**config.mk**
```make
export PLATFORM = sky130hd
export DESIGN_NAME = framed_mode_command_parser_flat
export DESIGN_NICKNAME = d
export VERILOG_FILES = /design/src/hw/rtl/fmcp_pkg.sv /design/src/hw/rtl/fmcp_in_if.sv /design/src/hw/rtl/fmcp_out_if.sv /design/src/hw/rtl/framed_mode_command_parser.sv /design/src/hw/rtl/fmcp_front.sv /design/src/hw/rtl/fmcp_back.sv /design/src/flat_wrapper.sv
export VERILOG_INCLUDE_DIRS = /design/src /design/src/hw/rtl
export SDC_FILE = /design/constraint.sdc
export NUM_CORES = 2
export LEC_CHECK = 0
export CAP_MARGIN = 20
export CORE_MARGIN = 4
export CORE_UTILIZATION = 54
export DETAILED_ROUTE_END_ITERATION = 12
export DONT_BUFFER_PORTS = 1
export PLACE_DENSITY = 0.69
export SKIP_LAST_GASP = 1
export SYNTH_ARGS = -nofsm -noshare
export SYNTH_HDL_FRONTEND = slang
export SYNTH_SLANG_ARGS = --single-unit
```
**constraint.sdc**
```tcl
create_clock -name clk -period 3.7 [get_ports clk]
set_input_delay 0.37 -clock clk [delete_from_list [all_inputs] [get_ports clk]]
set_output_delay 0.37 -clock clk [all_outputs]
set_load 0.05 [all_outputs]
```
**src/hw/rtl/framed_mode_command_parser_macros.svh**
```systemverilog
`ifndef FRAMED_MODE_COMMAND_PARSER_MACROS_SVH
`define FRAMED_MODE_COMMAND_PARSER_MACROS_SVH

// Clocked check, off while reset is asserted.
`define FMCP_ASSERT(lbl, prop, msg) \
    lbl: assert property (@(posedge clk) disable iff (!rst_n) prop) else $error(msg);

// Clocked check that also holds during reset.
`define FMCP_ASSERT_ALWAYS(lbl, prop, msg) \
    lbl: assert property (@(posedge clk) prop) else $error(msg);

`endif

```
**src/hw/rtl/fmcp_pkg.sv**
```systemverilog
package fmcp_pkg;

    localparam logic [1:0] ACT_RX   = 2'd0;
    localparam logic [1:0] ACT_READ = 2'd1;
    localparam logic [1:0] ACT_TAKE = 2'd2;

    localparam logic [7:0] HDR_FIRST   = 8'hAA;
    localparam logic [7:0] HDR_SECOND  = 8'h55;
    localparam logic [7:0] TAIL_FIRST  = 8'h55;
    localparam logic [7:0] TAIL_SECOND = 8'hAA;
    localparam logic [7:0] MENU_COUNT  = 8'd8;

    // 2*m minus these gives the slide offset above / below the menu count
    localparam logic [9:0] SLIDE_HI_BIAS = 10'd6;
    localparam logic [9:0] SLIDE_LO_BIAS = 10'd26;

    typedef enum logic [1:0] {
        OP_RX   = 2'd0,
        OP_READ = 2'd1,
        OP_TAKE = 2'd2,
        OP_NOP  = 2'd3
    } op_t;

    typedef struct packed {
        op_t        op;
        logic [7:0] rx_byte;
        logic [6:0] payload_index;
    } q_item_t;

    typedef enum logic [4:0] {
        PH_HUNT  = 5'b00001,
        PH_HDR2  = 5'b00010,
        PH_DATA  = 5'b00100,
        PH_TAIL1 = 5'b01000,
        PH_TAIL2 = 5'b10000
    } phase_t;

    function automatic logic signed [9:0] slide_for(input logic [7:0] m);
        logic [9:0] dbl;
        dbl = {1'b0, m, 1'b0};
        if (m > MENU_COUNT)
        begin
            return signed'(dbl - SLIDE_HI_BIAS);
        end
        else if (m < MENU_COUNT)
        begin
            return signed'(dbl - SLIDE_LO_BIAS);
        end
        return '0;
    endfunction

endpackage

```
**src/hw/rtl/fmcp_in_if.sv**
```systemverilog
interface fmcp_in_if;
    logic       valid;
    logic       ready;
    logic [1:0] action;
    logic [7:0] rx_byte;
    logic [6:0] payload_index;

    modport source (output valid, output action, output rx_byte, output payload_index,
                    input ready);
    modport sink (input valid, input action, input rx_byte, input payload_index,
                  output ready);
endinterface

```
**src/hw/rtl/fmcp_out_if.sv**
```systemverilog
interface fmcp_out_if;
    logic              valid;
    logic              ready;
    logic              frame_done;
    logic              mode_changed;
    logic [7:0]        current_mode;
    logic signed [9:0] slide_offset;
    logic [7:0]        payload_byte;
    logic              payload_ready;

    modport source (output valid, output frame_done, output mode_changed,
                    output current_mode, output slide_offset, output payload_byte,
                    output payload_ready, input ready);
    modport sink (input valid, input frame_done, input mode_changed,
                  input current_mode, input slide_offset, input payload_byte,
                  input payload_ready, output ready);
endinterface

```
**src/hw/rtl/framed_mode_command_parser.sv**
```systemverilog
// An accepted item is written into the queue, then processed and its result held in the
//   output register until it is taken.
// Throughput: one item per cycle while results are taken; a 2-entry queue and the output register decouple sides.
// Reset (rst_n, async, active low): parser hunts for a header, ready flag, mode,
//   offset and link enable cleared; the payload store is not cleared.
module framed_mode_command_parser
    import fmcp_pkg::*;
#(
    parameter int PAYLOAD_LEN = 128
)
(
    input  logic       clk,
    input  logic       rst_n,
    input  logic       cfg_we,
    input  logic       cfg_wdata,
    fmcp_in_if.sink    cmd,
    fmcp_out_if.source rsp
);

    logic    link_en_reg;
    logic    link_en_next;
    logic    q_valid;
    logic    q_ready;
    q_item_t q_item;

    assign link_en_next = cfg_we ? cfg_wdata : link_en_reg;

    always_ff @(posedge clk or negedge rst_n)
    begin
        if (!rst_n)
        begin
            link_en_reg <= 1'b0;
        end
        else
        begin
            link_en_reg <= link_en_next;
        end
    end

    fmcp_front u_front (
        .clk     (clk),
        .rst_n   (rst_n),
        .link_en (link_en_reg),
        .cmd     (cmd),
        .q_valid (q_valid),
        .q_ready (q_ready),
        .q_item  (q_item)
    );

    fmcp_back #(
        .PAYLOAD_LEN (PAYLOAD_LEN)
    ) u_back (
        .clk     (clk),
        .rst_n   (rst_n),
        .q_valid (q_valid),
        .q_ready (q_ready),
        .q_item  (q_item),
        .rsp     (rsp)
    );

endmodule

```
**src/hw/rtl/fmcp_front.sv**
```systemverilog
module fmcp_front
    import fmcp_pkg::*;
(
    input  logic    clk,
    input  logic    rst_n,
    input  logic    link_en,
    fmcp_in_if.sink cmd,
    output logic    q_valid,
    input  logic    q_ready,
    output q_item_t q_item
);

    q_item_t    slot_reg [2];
    logic       wr_ptr_reg;
    logic       wr_ptr_next;
    logic       rd_ptr_reg;
    logic       rd_ptr_next;
    logic [1:0] cnt_reg;
    logic [1:0] cnt_next;
    logic       push;
    logic       pop;
    q_item_t    cls_item;

    // classify: a received byte with the link off is a no-op
    always_comb
    begin
        cls_item.rx_byte       = cmd.rx_byte;
        cls_item.payload_index = cmd.payload_index;
        unique case (cmd.action)
            ACT_RX:   cls_item.op = link_en ? OP_RX : OP_NOP;
            ACT_READ: cls_item.op = OP_READ;
            ACT_TAKE: cls_item.op = OP_TAKE;
            default:  cls_item.op = OP_NOP;
        endcase
    end

    assign cmd.ready = (cnt_reg != 2'd2);
    assign push      = cmd.valid && cmd.ready;
    assign q_valid   = (cnt_reg != 2'd0);
    assign pop       = q_valid && q_ready;
    assign q_item    = slot_reg[rd_ptr_reg];

    always_comb
    begin
        wr_ptr_next = push ? ~wr_ptr_reg : wr_ptr_reg;
        rd_ptr_next = pop ? ~rd_ptr_reg : rd_ptr_reg;
        cnt_next    = cnt_reg + 2'(push) - 2'(pop);
    end

    always_ff @(posedge clk or negedge rst_n)
    begin
        if (!rst_n)
        begin
            wr_ptr_reg <= 1'b0;
            rd_ptr_reg <= 1'b0;
            cnt_reg    <= 2'd0;
        end
        else
        begin
            wr_ptr_reg <= wr_ptr_next;
            rd_ptr_reg <= rd_ptr_next;
            cnt_reg    <= cnt_next;
        end
    end

    always_ff @(posedge clk)
    begin
        if (push)
        begin
            slot_reg[wr_ptr_reg] <= cls_item;
        end
    end

endmodule

```
**src/hw/rtl/fmcp_back.sv**
```systemverilog
module fmcp_back
    import fmcp_pkg::*;
#(
    parameter int PAYLOAD_LEN = 128
)
(
    input  logic       clk,
    input  logic       rst_n,
    input  logic       q_valid,
    output logic       q_ready,
    input  q_item_t    q_item,
    fmcp_out_if.source rsp
);

    `include "framed_mode_command_parser_macros.svh"

    localparam int         AW   = (PAYLOAD_LEN > 1) ? $clog2(PAYLOAD_LEN) : 1;
    localparam logic [8:0] LEN9 = 9'(PAYLOAD_LEN);

    logic [7:0]        mem [PAYLOAD_LEN];

    phase_t            phase_reg;
    phase_t            phase_next;
    logic [7:0]        cnt_reg;
    logic [7:0]        cnt_next;
    logic              rdy_reg;
    logic              rdy_next;
    logic [7:0]        mode_reg;
    logic [7:0]        mode_next;
    logic signed [9:0] offset_reg;
    logic signed [9:0] offset_next;
    logic [7:0]        first_reg;

    logic              out_valid_reg;
    logic              out_valid_next;
    logic              done_reg;
    logic              done_next;
    logic              chg_reg;
    logic              chg_next;
    logic              rdy_before_reg;
    logic              rd_hit_reg;
    logic              rd_hit_next;
    logic [7:0]        rd_data_reg;

    logic              adv;
    logic              wr_en;
    logic [7:0]        idx_ext;
    logic [AW-1:0]     rd_addr;
    logic [7:0]        b;

    assign b       = q_item.rx_byte;
    assign q_ready = !out_valid_reg || rsp.ready;
    assign adv     = q_valid && q_ready;
    assign idx_ext = {1'b0, q_item.payload_index};
    assign rd_addr = idx_ext[AW-1:0];

    always_comb
    begin
        phase_next  = phase_reg;
        cnt_next    = cnt_reg;
        rdy_next    = rdy_reg;
        mode_next   = mode_reg;
        offset_next = offset_reg;
        done_next   = 1'b0;
        chg_next    = 1'b0;
        wr_en       = 1'b0;
        rd_hit_next = (q_item.op == OP_READ) && ({1'b0, idx_ext} < LEN9);
        if (adv)
        begin
            unique case (q_item.op)
                OP_RX:
                begin
                    unique case (phase_reg)
                        PH_HUNT:
                        begin
                            if (b == HDR_FIRST)
                            begin
                                phase_next = PH_HDR2;
                            end
                        end
                        PH_HDR2:
                        begin
                            // repeated header byte keeps waiting here
                            if (b == HDR_SECOND)
                            begin
                                phase_next = PH_DATA;
                                cnt_next   = '0;
                            end
                            else if (b != HDR_FIRST)
                            begin
                                phase_next = PH_HUNT;
                            end
                        end
                        PH_DATA:
                        begin
                            wr_en    = ({1'b0, cnt_reg} < LEN9);
                            cnt_next = cnt_reg + 8'd1;
                            if ({1'b0, cnt_next} >= LEN9)
                            begin
                                phase_next = PH_TAIL1;
                            end
                        end
                        PH_TAIL1:
                        begin
                            phase_next = (b == TAIL_FIRST) ? PH_TAIL2 : PH_HUNT;
                        end
                        PH_TAIL2:
                        begin
                            if (b == TAIL_SECOND)
                            begin
                                rdy_next  = 1'b1;
                                done_next = 1'b1;
                                if (first_reg != mode_reg)
                                begin
                                    chg_next    = 1'b1;
                                    mode_next   = first_reg;
                                    offset_next = slide_for(first_reg);
                                end
                            end
                            phase_next = PH_HUNT;
                        end
                        default:
                        begin
                            phase_next = PH_HUNT;
                        end
                    endcase
                end
                OP_TAKE:
                begin
                    rdy_next = 1'b0;
                end
                OP_READ:
                begin
                end
                OP_NOP:
                begin
                end
            endcase
        end
    end

    always_comb
    begin
        if (adv)
        begin
            out_valid_next = 1'b1;
        end
        else if (rsp.ready)
        begin
            out_valid_next = 1'b0;
        end
        else
        begin
            out_valid_next = out_valid_reg;
        end
    end

    always_ff @(posedge clk or negedge rst_n)
    begin
        if (!rst_n)
        begin
            phase_reg      <= PH_HUNT;
            cnt_reg        <= '0;
            rdy_reg        <= 1'b0;
            mode_reg       <= '0;
            offset_reg     <= '0;
            out_valid_reg  <= 1'b0;
            done_reg       <= 1'b0;
            chg_reg        <= 1'b0;
            rdy_before_reg <= 1'b0;
            rd_hit_reg     <= 1'b0;
        end
        else
        begin
            phase_reg     <= phase_next;
            cnt_reg       <= cnt_next;
            rdy_reg       <= rdy_next;
            mode_reg      <= mode_next;
            offset_reg    <= offset_next;
            out_valid_reg <= out_valid_next;
            if (adv)
            begin
                done_reg       <= done_next;
                chg_reg        <= chg_next;
                rdy_before_reg <= rdy_reg;
                rd_hit_reg     <= rd_hit_next;
            end
        end
    end

    // payload store; byte 0 also kept aside for the mode check at the tail
    always_ff @(posedge clk)
    begin
        if (wr_en)
        begin
            mem[cnt_reg[AW-1:0]] <= b;
        end
        if (wr_en && (cnt_reg == 8'd0))
        begin
            first_reg <= b;
        end
        if (adv)
        begin
            rd_data_reg <= mem[rd_addr];
        end
    end

    assign rsp.valid         = out_valid_reg;
    assign rsp.frame_done    = done_reg;
    assign rsp.mode_changed  = chg_reg;
    assign rsp.current_mode  = mode_reg;
    assign rsp.slide_offset  = offset_reg;
    assign rsp.payload_byte  = rd_hit_reg ? rd_data_reg : 8'd0;
    assign rsp.payload_ready = rdy_before_reg;

    `FMCP_ASSERT(a_chg_needs_done, rsp.valid && rsp.mode_changed |-> rsp.frame_done, "mode change without frame")
    `FMCP_ASSERT(a_done_sets_ready, rsp.valid && rsp.frame_done |-> rdy_reg, "frame done but ready flag clear")
    `FMCP_ASSERT(a_take_clears, adv && (q_item.op == OP_TAKE) |=> !rdy_reg, "take left ready flag set")
    `FMCP_ASSERT_ALWAYS(a_cnt_in_range, (phase_reg == PH_DATA) |-> ({1'b0, cnt_reg} < LEN9), "byte count past payload")

endmodule

```
**src/flat_wrapper.sv**
```systemverilog
// flat-port wrapper written by rule: the top's interface ports become plain ports
module framed_mode_command_parser_flat import fmcp_pkg::*;
#(
    parameter int PAYLOAD_LEN = 128
)
  (clk, rst_n, cfg_we, cfg_wdata, cmd_valid, cmd_action, cmd_rx_byte, cmd_payload_index, cmd_ready, rsp_valid, rsp_frame_done, rsp_mode_changed, rsp_current_mode, rsp_slide_offset, rsp_payload_byte, rsp_payload_ready, rsp_ready);
  fmcp_in_if cmd_i ();
  fmcp_out_if rsp_i ();
  input  logic clk;
  input  logic rst_n;
  input  logic cfg_we;
  input  logic cfg_wdata;
  input wire logic [$bits(cmd_i.valid)-1:0] cmd_valid;
  input wire logic [$bits(cmd_i.action)-1:0] cmd_action;
  input wire logic [$bits(cmd_i.rx_byte)-1:0] cmd_rx_byte;
  input wire logic [$bits(cmd_i.payload_index)-1:0] cmd_payload_index;
  output wire logic [$bits(cmd_i.ready)-1:0] cmd_ready;
  output wire logic [$bits(rsp_i.valid)-1:0] rsp_valid;
  output wire logic [$bits(rsp_i.frame_done)-1:0] rsp_frame_done;
  output wire logic [$bits(rsp_i.mode_changed)-1:0] rsp_mode_changed;
  output wire logic [$bits(rsp_i.current_mode)-1:0] rsp_current_mode;
  output wire logic [$bits(rsp_i.slide_offset)-1:0] rsp_slide_offset;
  output wire logic [$bits(rsp_i.payload_byte)-1:0] rsp_payload_byte;
  output wire logic [$bits(rsp_i.payload_ready)-1:0] rsp_payload_ready;
  input wire logic [$bits(rsp_i.ready)-1:0] rsp_ready;
  assign cmd_i.valid = cmd_valid;
  assign cmd_i.action = cmd_action;
  assign cmd_i.rx_byte = cmd_rx_byte;
  assign cmd_i.payload_index = cmd_payload_index;
  assign cmd_ready = cmd_i.ready;
  assign rsp_valid = rsp_i.valid;
  assign rsp_frame_done = rsp_i.frame_done;
  assign rsp_mode_changed = rsp_i.mode_changed;
  assign rsp_current_mode = rsp_i.current_mode;
  assign rsp_slide_offset = rsp_i.slide_offset;
  assign rsp_payload_byte = rsp_i.payload_byte;
  assign rsp_payload_ready = rsp_i.payload_ready;
  assign rsp_i.ready = rsp_ready;
  framed_mode_command_parser #(.PAYLOAD_LEN(PAYLOAD_LEN)) u_core (.clk(clk), .rst_n(rst_n), .cfg_we(cfg_we), .cfg_wdata(cfg_wdata), .cmd(cmd_i), .rsp(rsp_i));
endmodule
```
==> results of run 1 <==
stage by stage:
| step | hold WS [ps] | area [sq um] |
|---|---|---|
| after floorplan | 74.4 | 45200 |
| after global placement | 75.8 | 46800 |
| after detailed placement | 75.6 | 46800 |
| after CTS | 184 | 50600 |
| after global routing | 231 | 50600 |
| final | 226 | 50600 |
layer usage:
| layer | global-route usage [%] | routed length (microns) | up-vias |
|---|---|---|---|
| li1 | - | - | 12606 |
| met1 | 36.6 | 46500 | 14170 |
| met2 | 42.6 | 56400 | 1495 |
| met3 | 4.25 | 10900 | 228 |
| met4 | 8.92 | 3920 | 0 |
| met5 | 0 | 0 | - |
kinds of logic (layout without fill, tap and decap cells):
family | after synthesis | count (layout) | synth area share (%)
other | 1 | 2 | 0.00830
adder cells (fa/ha/maj) | 8 | 8 | 0.238
XOR/XNOR | 19 | 19 | 0.368
AO/OA/AOI/OAI | 382 | 382 | 5.57
multiplexers | 144 | 144 | 3.42
buffers and inverters | 211 | 380 | 2.59
AND/OR/NAND/NOR | 1483 | 1483 | 14.1
flip-flops | 1115 | 1115 | 73.7
layout by cell type, fill, tap and decap left out, drive strengths merged, types with 50 or more instances in the layout:
| cell | synthesis | layout |
|---|---|---|
| a21oi | 125 | 125 |
| a31oi | 50 | 50 |
| and3 | 55 | 55 |
| buf | 145 | 141 |
| clkbuf | 48 | 135 |
| edfxtp | 1074 | 1074 |
| mux2i | 119 | 119 |
| nand2 | 850 | 850 |
| nand3 | 266 | 266 |
| nor2 | 180 | 180 |
| o221ai | 50 | 50 |
power by group through the flow:
stage / Clock (uW) / Sequential [uW] / Combinational [uW]
after floorplan: 0 / 16000 / 7110
after global placement: 0 / 16000 / 11400
after detailed placement: 0 / 16000 / 11700
after CTS: 11000 / 15800 / 11800
after global routing: 11600 / 15800 / 12600
final: 10900 / 15800 / 11900
layout make-up:
cell class | instances | share of cell area, %
multi-input cells | 2037 | 21.4
inverters | 18 | 0.133
diodes | 1 | 0.00494
flip-flops and latches | 1115 | 65.7
clock inverters | 63 | 1.23
repair buffers | 164 | 3.19
well taps | 1070 | 2.64
clock buffers | 135 | 5.70
timing repair:
item | in CTS | in global routing
setup endpoints to repair | 0 | 1
setup buffers | 0 | 0
hold buffers | 24 | 0
hold endpoints to repair | 78 | 0
resized for setup | 0 | 1
path summary, 6_finish.rpt:
| path | slack, ps | end | startpoint | cells after the start |
|---|---|---|---|---|
| worst max-delay path | 170 | u_core.u_back.rd_data_reg[6] | u_core.u_front.rd_ptr_reg | 11 |
| worst min-delay path | 230 | u_core.u_back.rsp.mode_changed | rst_n | 2 |
| min in group clk | 250 | u_core.u_back.rsp.frame_done | rsp_ready | 5 |
| worst min register to register | 490 | u_core.u_back.rdy_reg | u_core.u_back.rdy_reg | 1 |
| worst max register to register | 170 | u_core.u_back.rd_data_reg[6] | u_core.u_front.rd_ptr_reg | 11 |
| max in group asynchronous | 3210 | u_core.u_back.phase_reg[0] | rst_n | 2 |
==> results.md, run 1 <==
- Outcome: complete, no violations
- Total power: about 39000 uW
- Syn_area_per_cell: between 10 and 15 sq um
- Clk slew on worst S/H paths: 70 ps
- HPWL reported at the end of detailed placement: 72.3 mm
- VDD IR max: 0.000682 V
- Count leader, synth: edfxtp_1
- Avg WL per Cell: around 26 microns
- Synth top area share: approximately 71%
- Total negative slack: 0 ps
- Starting Density: 54.7%
- Drt pass-1 iters: 6
- Placed cell count: 4379
- Req. time, crit path: between 4000 and 5000 ps
- Leakage: 0.0175 uW
- Fillers: 6135
- Rows: 105
- Vias in the first global route: 27912
- Num ports: 54
- H-tree depth: 3
- Register Area: 33300 sq um
- Crit path max-delay family: compound AO/OA/AOI/OAI gates
- Die ar.: a little under 90000 sq um
- Syn Nets: roughly 3400
- Crit Path Class: reg -> reg
- Critical path's slowest cell: dfrtp_2
- CP Data Arrival Time: 4070 ps
- Final Skew: roughly 21 ps
- First-pass GRT wire length: 176 mm
- Drt initial violations: 3933
- Cells after synthesis: 3363
- Post-synth ARST share: 3.68%
- Ys flop type: edfxtp_1
- Worst rel slew slack: 28.4%
- Layout cells sized above 1: under 10%
- CP Max Fanout: 35
- Cell area after synthesis: around 45000 sq um
- CP dominant cell by count: buf_4
- CTS tree: done
- Initial antenna violation count: 0
- Hold crit path type: in -> async
- Die width: 297 microns
- Power share of the clock group: 28.3%
- Net Sw Frac: approximately a third
- CP Capture Type: register
- Post-route ant nets: 0
- Startpoint Class: register
- Fin cells: approximately 4600
- Worst stage delay on the critical path: 480 ps
- Cell taking the most area after synthesis: edfxtp_1
- Setup violations, final: 0
- Cts bufs inserted: 108
- Via count: ~28000
- RSZ-0062 raised after global routing: no
- Sequential area share after synthesis: 73.7%
- Ys Warns: 0
- Buf+Inv Stages, Crit Path: 3
- Largest register FFs: roughly 1000
- PnR worst setup slack: 172 ps
- Top cells by count, synth: edfxtp_1, nand2_1, nand3_1
- Dpl ws: 88.6 ps
- Core ar.: 82500 sq um
- Footprint of the multi-input gates: approximately 11000 sq um
- GP Congestion: 0.928
- Combinational power share: 30.8%
- Final Hold Viols: 0
- Tcrit/Tclk final: a little over nine tenths
- Clk root buf: clkbuf_16
- DRC viols: 0
- Vias per cell: 6.19
- Crit-path cells: buf_4, mux2i_4, buf_4, buf_4, nor2_1, a32oi_1, o221ai_1, a221oi_1, o2111ai_1, a21boi_1, a211o_1
- Tightest Pin Transition: ~1100 ps
- PD cells: 762 nW/um^2
- Die Y: 297 microns
- Layout Utilization: 61.4%
- Max Cap Viol: 0
- Leading post-synthesis cells by cell area: edfxtp_1, nand2_1, nand3_1
- Post-synth EDFFs: 1074
- Port Buffers: 0
- Clk_lat worst skew: 670 ps
- Number of distinct library cells after synthesis: a little over 70
- Pint: 25300 uW
- NumNets Final: 3475
- Overall routed net length: 118 mm
- Final period demand of the worst path: ~3500 ps
- Total grt overflow: 0
- GRT Overall Usage: 26.3%
- Largest net degree at the start of global routing: 130
- P_sw: 13300 uW
- Fmax: 283 MHz
- Area grow syn2layout: 12.1%
- Slew Viols, Final: 0
- Maximum clock insertion buffer count: 3
- Sink Count: 1115
- #FFs+latches synth: around 1100
- Sequential share of power: between 40% and 50%
(Power assumes the default switching activity.)
==> run 2: changes to the inputs <==
Settings changed: CTS_CLUSTER_DIAMETER from default to 60, SYNTH_HIERARCHICAL from default to 1.
==> results.md, run 2 <==
- Outcome: complete, no violations (unchanged)
- Num ports: 54 (unchanged)
- Critical R2R Launch: u_core/u_front/rd_ptr_reg (was u_core.u_front.rd_ptr_reg)
- Initial antenna violation count: 4 (was 0)
- Vias in the first global route: 21216 (was 27912)
- Crit Path Class: reg -> reg (unchanged)
- Max Cap Viol: 0 (unchanged)
- Leading cell type in the layout, fill and taps excluded: edfxtp_1 (unchanged)
- Clk root buf: clkbuf_16 (unchanged)
- Hold crit path type: in -> reg (was in -> async)
- Slew Viols, Final: 0 (unchanged)
- RSZ-0062 raised after global routing: no (unchanged)
- Synth top area share: 74.2% (was 71.4%)
- PD cells: 742 nW/um^2 (was 762 nW/um^2)
- Clk_lat worst skew: 660 ps (was 670 ps)
- GP Congestion: 0.818 (was 0.928)
- Internal reg-to-reg setup slack: 170 ps (about the same)
- Startpoint Class: register (unchanged)
- Hold endpoint: u_core/u_front/cnt_reg[0]
- Clk slew on worst S/H paths: 60 ps (was 70 ps)
- VDD IR max: 0.000772 V (was 0.000682 V)
- Most frequent cells in the layout: edfxtp_1, mux4_2, buf_4 (was edfxtp_1, nand2_1, nand3_1)
- Ys Warns: 6 (was 0)
- Cells after synthesis: 1919 (was 3363)
- Layout cells sized above 1: 33.0% (was 9.54%)
- GRT Overall Usage: 22.9% (was 26.3%)
- Req. time, crit path: 4110 ps (was 4240 ps)
- Sequential area share after synthesis: 76.6% (was 73.7%)
- Number of distinct library cells after synthesis: 54 (was 71)
- NumNets Final: 2175 (was 3475)
- Largest register FFs: 1024 (unchanged)
- Drt initial violations: 2683 (was 3933)
- Fillers: 5236 (was 6135)
- Port Buffers: 0 (unchanged)
- H-tree depth: 3 (unchanged)
- Vias per cell: 6.29 (was 6.19)
- Worst r2r dst: u_core/u_back/rd_data_reg[3] (was u_core.u_back.rd_data_reg[6])
- Hold path start: cmd_valid
- Area grow syn2layout: 15.0% (was 12.1%)
- Ys flop type: edfxtp_1 (unchanged)
- Register Area: 33300 sq um (about the same)
- Final Hold Viols: 0 (unchanged)
- Final period demand of the worst path: 3530 ps (about the same)
- Reg2Reg Depth: 7 (was 11)
- Overall routed net length: 96.1 mm (was 118 mm)
- Drt pass-1 iters: 5 (was 6)
- Die width: 292 microns (was 297 microns)
- Die Y: 292 microns (was 297 microns)
- Post-synth EDFFs: 1074 (unchanged)
- Core ar.: 79400 sq um (was 82500 sq um)
- Tcrit/Tclk final: 95.3% (about the same)
- Power share of the clock group: 30.2% (was 28.3%)
- Post-synth ARST share: 3.68% (unchanged)
- HPWL reported at the end of detailed placement: 59.0 mm (was 72.3 mm)
- Combinational power share: 27.1% (was 30.8%)
- Leakage: 0.0161 uW (was 0.0175 uW)
- Fmax: 283 MHz (about the same)
- P_sw: 10500 uW (was 13300 uW)
- Count leader, synth: edfxtp_1 (unchanged)
- Die ar.: 85100 sq um (was 88300 sq um)
- Final Skew: 26.6 ps (was 20.7 ps)
- Post-route ant nets: 0 (unchanged)
- CP Capture Type: register (unchanged)
- Total grt overflow: 0 (unchanged)
- Avg WL per Cell: 29.2 microns (was 25.6 microns)
- Syn_area_per_cell: 22.7 sq um (was 13.4 sq um)
- Via count: 20684 (was 28499)
- Top cells by count, synth: edfxtp_1, mux4_2, nor2_1 (was edfxtp_1, nand2_1, nand3_1)
- Syn Nets: 1949 (was 3394)
- Starting Density: 54.8% (was 54.7%)
- Rows: 103 (was 105)
- #FFs+latches synth: 1115 (unchanged)
- Pint: 26600 uW (was 25300 uW)
- Footprint of the multi-input gates: 9790 sq um (was 10800 sq um)
- CTS tree: done (unchanged)
- Sink Count: 1115 (unchanged)
- Leading post-synthesis cells by cell area: edfxtp_1, mux4_2, dfrtp_1 (was edfxtp_1, nand2_1, nand3_1)
- Sequential share of power: 42.7% (was 40.8%)
- Total negative slack: 0 ps (unchanged)
- DRC viols: 0 (unchanged)
- Tightest Pin Transition: 1090 ps (was 1070 ps)
- Net Sw Frac: 28.4% (was 34.5%)
- Cts bufs inserted: 107 (was 108)
- Cell area after synthesis: 43500 sq um (was 45200 sq um)
- Worst rel slew slack: 27.1% (was 28.4%)
- CP Max Fanout: 24 (was 35)
- Cell taking the most area after synthesis: edfxtp_1 (unchanged)
- Maximum clock insertion buffer count: 3 (unchanged)
- CP Data Arrival Time: 3940 ps (was 4070 ps)
- Setup violations, final: 0 (unchanged)
- First-pass GRT wire length: 143 mm (was 176 mm)
- Fin Hold WS: 63.2 ps (was 226 ps)
- Hold Path Depth: 3
- Total power: 37100 uW (was 38600 uW)
- Largest net degree at the start of global routing: 102 (was 130)
## run 2: cell count changes in the layout (fill, tap and decap cells not counted), sizes merged, moves of 53 or more
cell / delta
nand3: -256
a21oi: -123
buf: +53
nand2: -818
mux4: +333
mux2i: -118
and3: -53
## run 2: through the flow
step	setup WS [ps]	utilization [%]	instance area (sq um)	std cells
global placement	152	58.0	46100	3062
finish	172	63.0	50000	3287
floorplan	264	-	43500	1919
detailed placement	142	58.0	46100	3062
CTS	130	62.9	50000	3285
global route	62.1	63.0	50000	3286
## run 2: how the worst max path moves through the flow
stage                                    from                            to  slack (ps)  cells after the start
floorplan           u_core/u_front/rd_ptr_reg    u_core/u_back/phase_reg[3]         260                      8
CTS                 u_core/u_front/rd_ptr_reg  u_core/u_back/rd_data_reg[3]         130                      7
detailed placement  u_core/u_front/rd_ptr_reg  u_core/u_back/rd_data_reg[3]         140                      7
global placement    u_core/u_front/rd_ptr_reg  u_core/u_back/rd_data_reg[3]         150                      7
finish              u_core/u_front/rd_ptr_reg  u_core/u_back/rd_data_reg[3]         170                      7
global route        u_core/u_front/rd_ptr_reg  u_core/u_back/rd_data_reg[3]          60                      7
## run 2: cells by family (layout without fill, tap and decap cells)
logic type | Yosys count | count (layout) | synth area share, %
DFF | 1115 | 1115 | 76.6
muxes | 375 | 375 | 18.4
and+or+nand+nor | 246 | 246 | 2.56
buffers and inverters | 108 | 425 | 1.10
AOI/OAI and AO/OA | 49 | 49 | 0.774
xor gates and xnor gates | 18 | 18 | 0.363
adders and majority gates | 7 | 7 | 0.219
other | 1 | 2 | 0.00863
## run 2: worst max-delay path, stage by stage, from the launching register on
cell and delay (ps):
dfrtp_1 450, mux2_8 370, buf_12 200, buf_12 250, mux4_2 570, mux4_2 590, mux4_2 550, mux2_2 280
## run 2: area by class of cell
type	instances	area share (%)
diodes	1	0.00500
well taps	1050	2.63
flip-flops and latches	1115	66.6
clock inverters	73	1.63
repair buffers	216	3.86
clock buffers	127	5.67
inverters	9	0.0676
multi-input cells	696	19.6
## run 2: layer usage
metal  wire length (microns)  track usage (%)  part of all wire (%)
met3                    9740             5.61                    10
met4                    2230             5.76                   2.3
met5                      13                0                 0.014
met1                   37200             32.9                    39
met2                   46900             36.2                    49
## run 2: power by group through the flow
stage | registers (uW) | clock network [uW] | logic, uW
after CTS | 15900 | 11400 | 10100
final | 15900 | 11200 | 10000
after global placement | 16100 | 0 | 9830
after floorplan | 16000 | 0 | 6420
after detailed placement | 16100 | 0 | 10000
after global routing | 15900 | 12000 | 10600
## run 2: repair_timing
action                                  CTS  global route
resized for setup                         0             2
endpoints found under the setup margin    0            16
endpoints found under the hold margin    78             0
hold buffers                             23             0
buffers inserted                          0             0
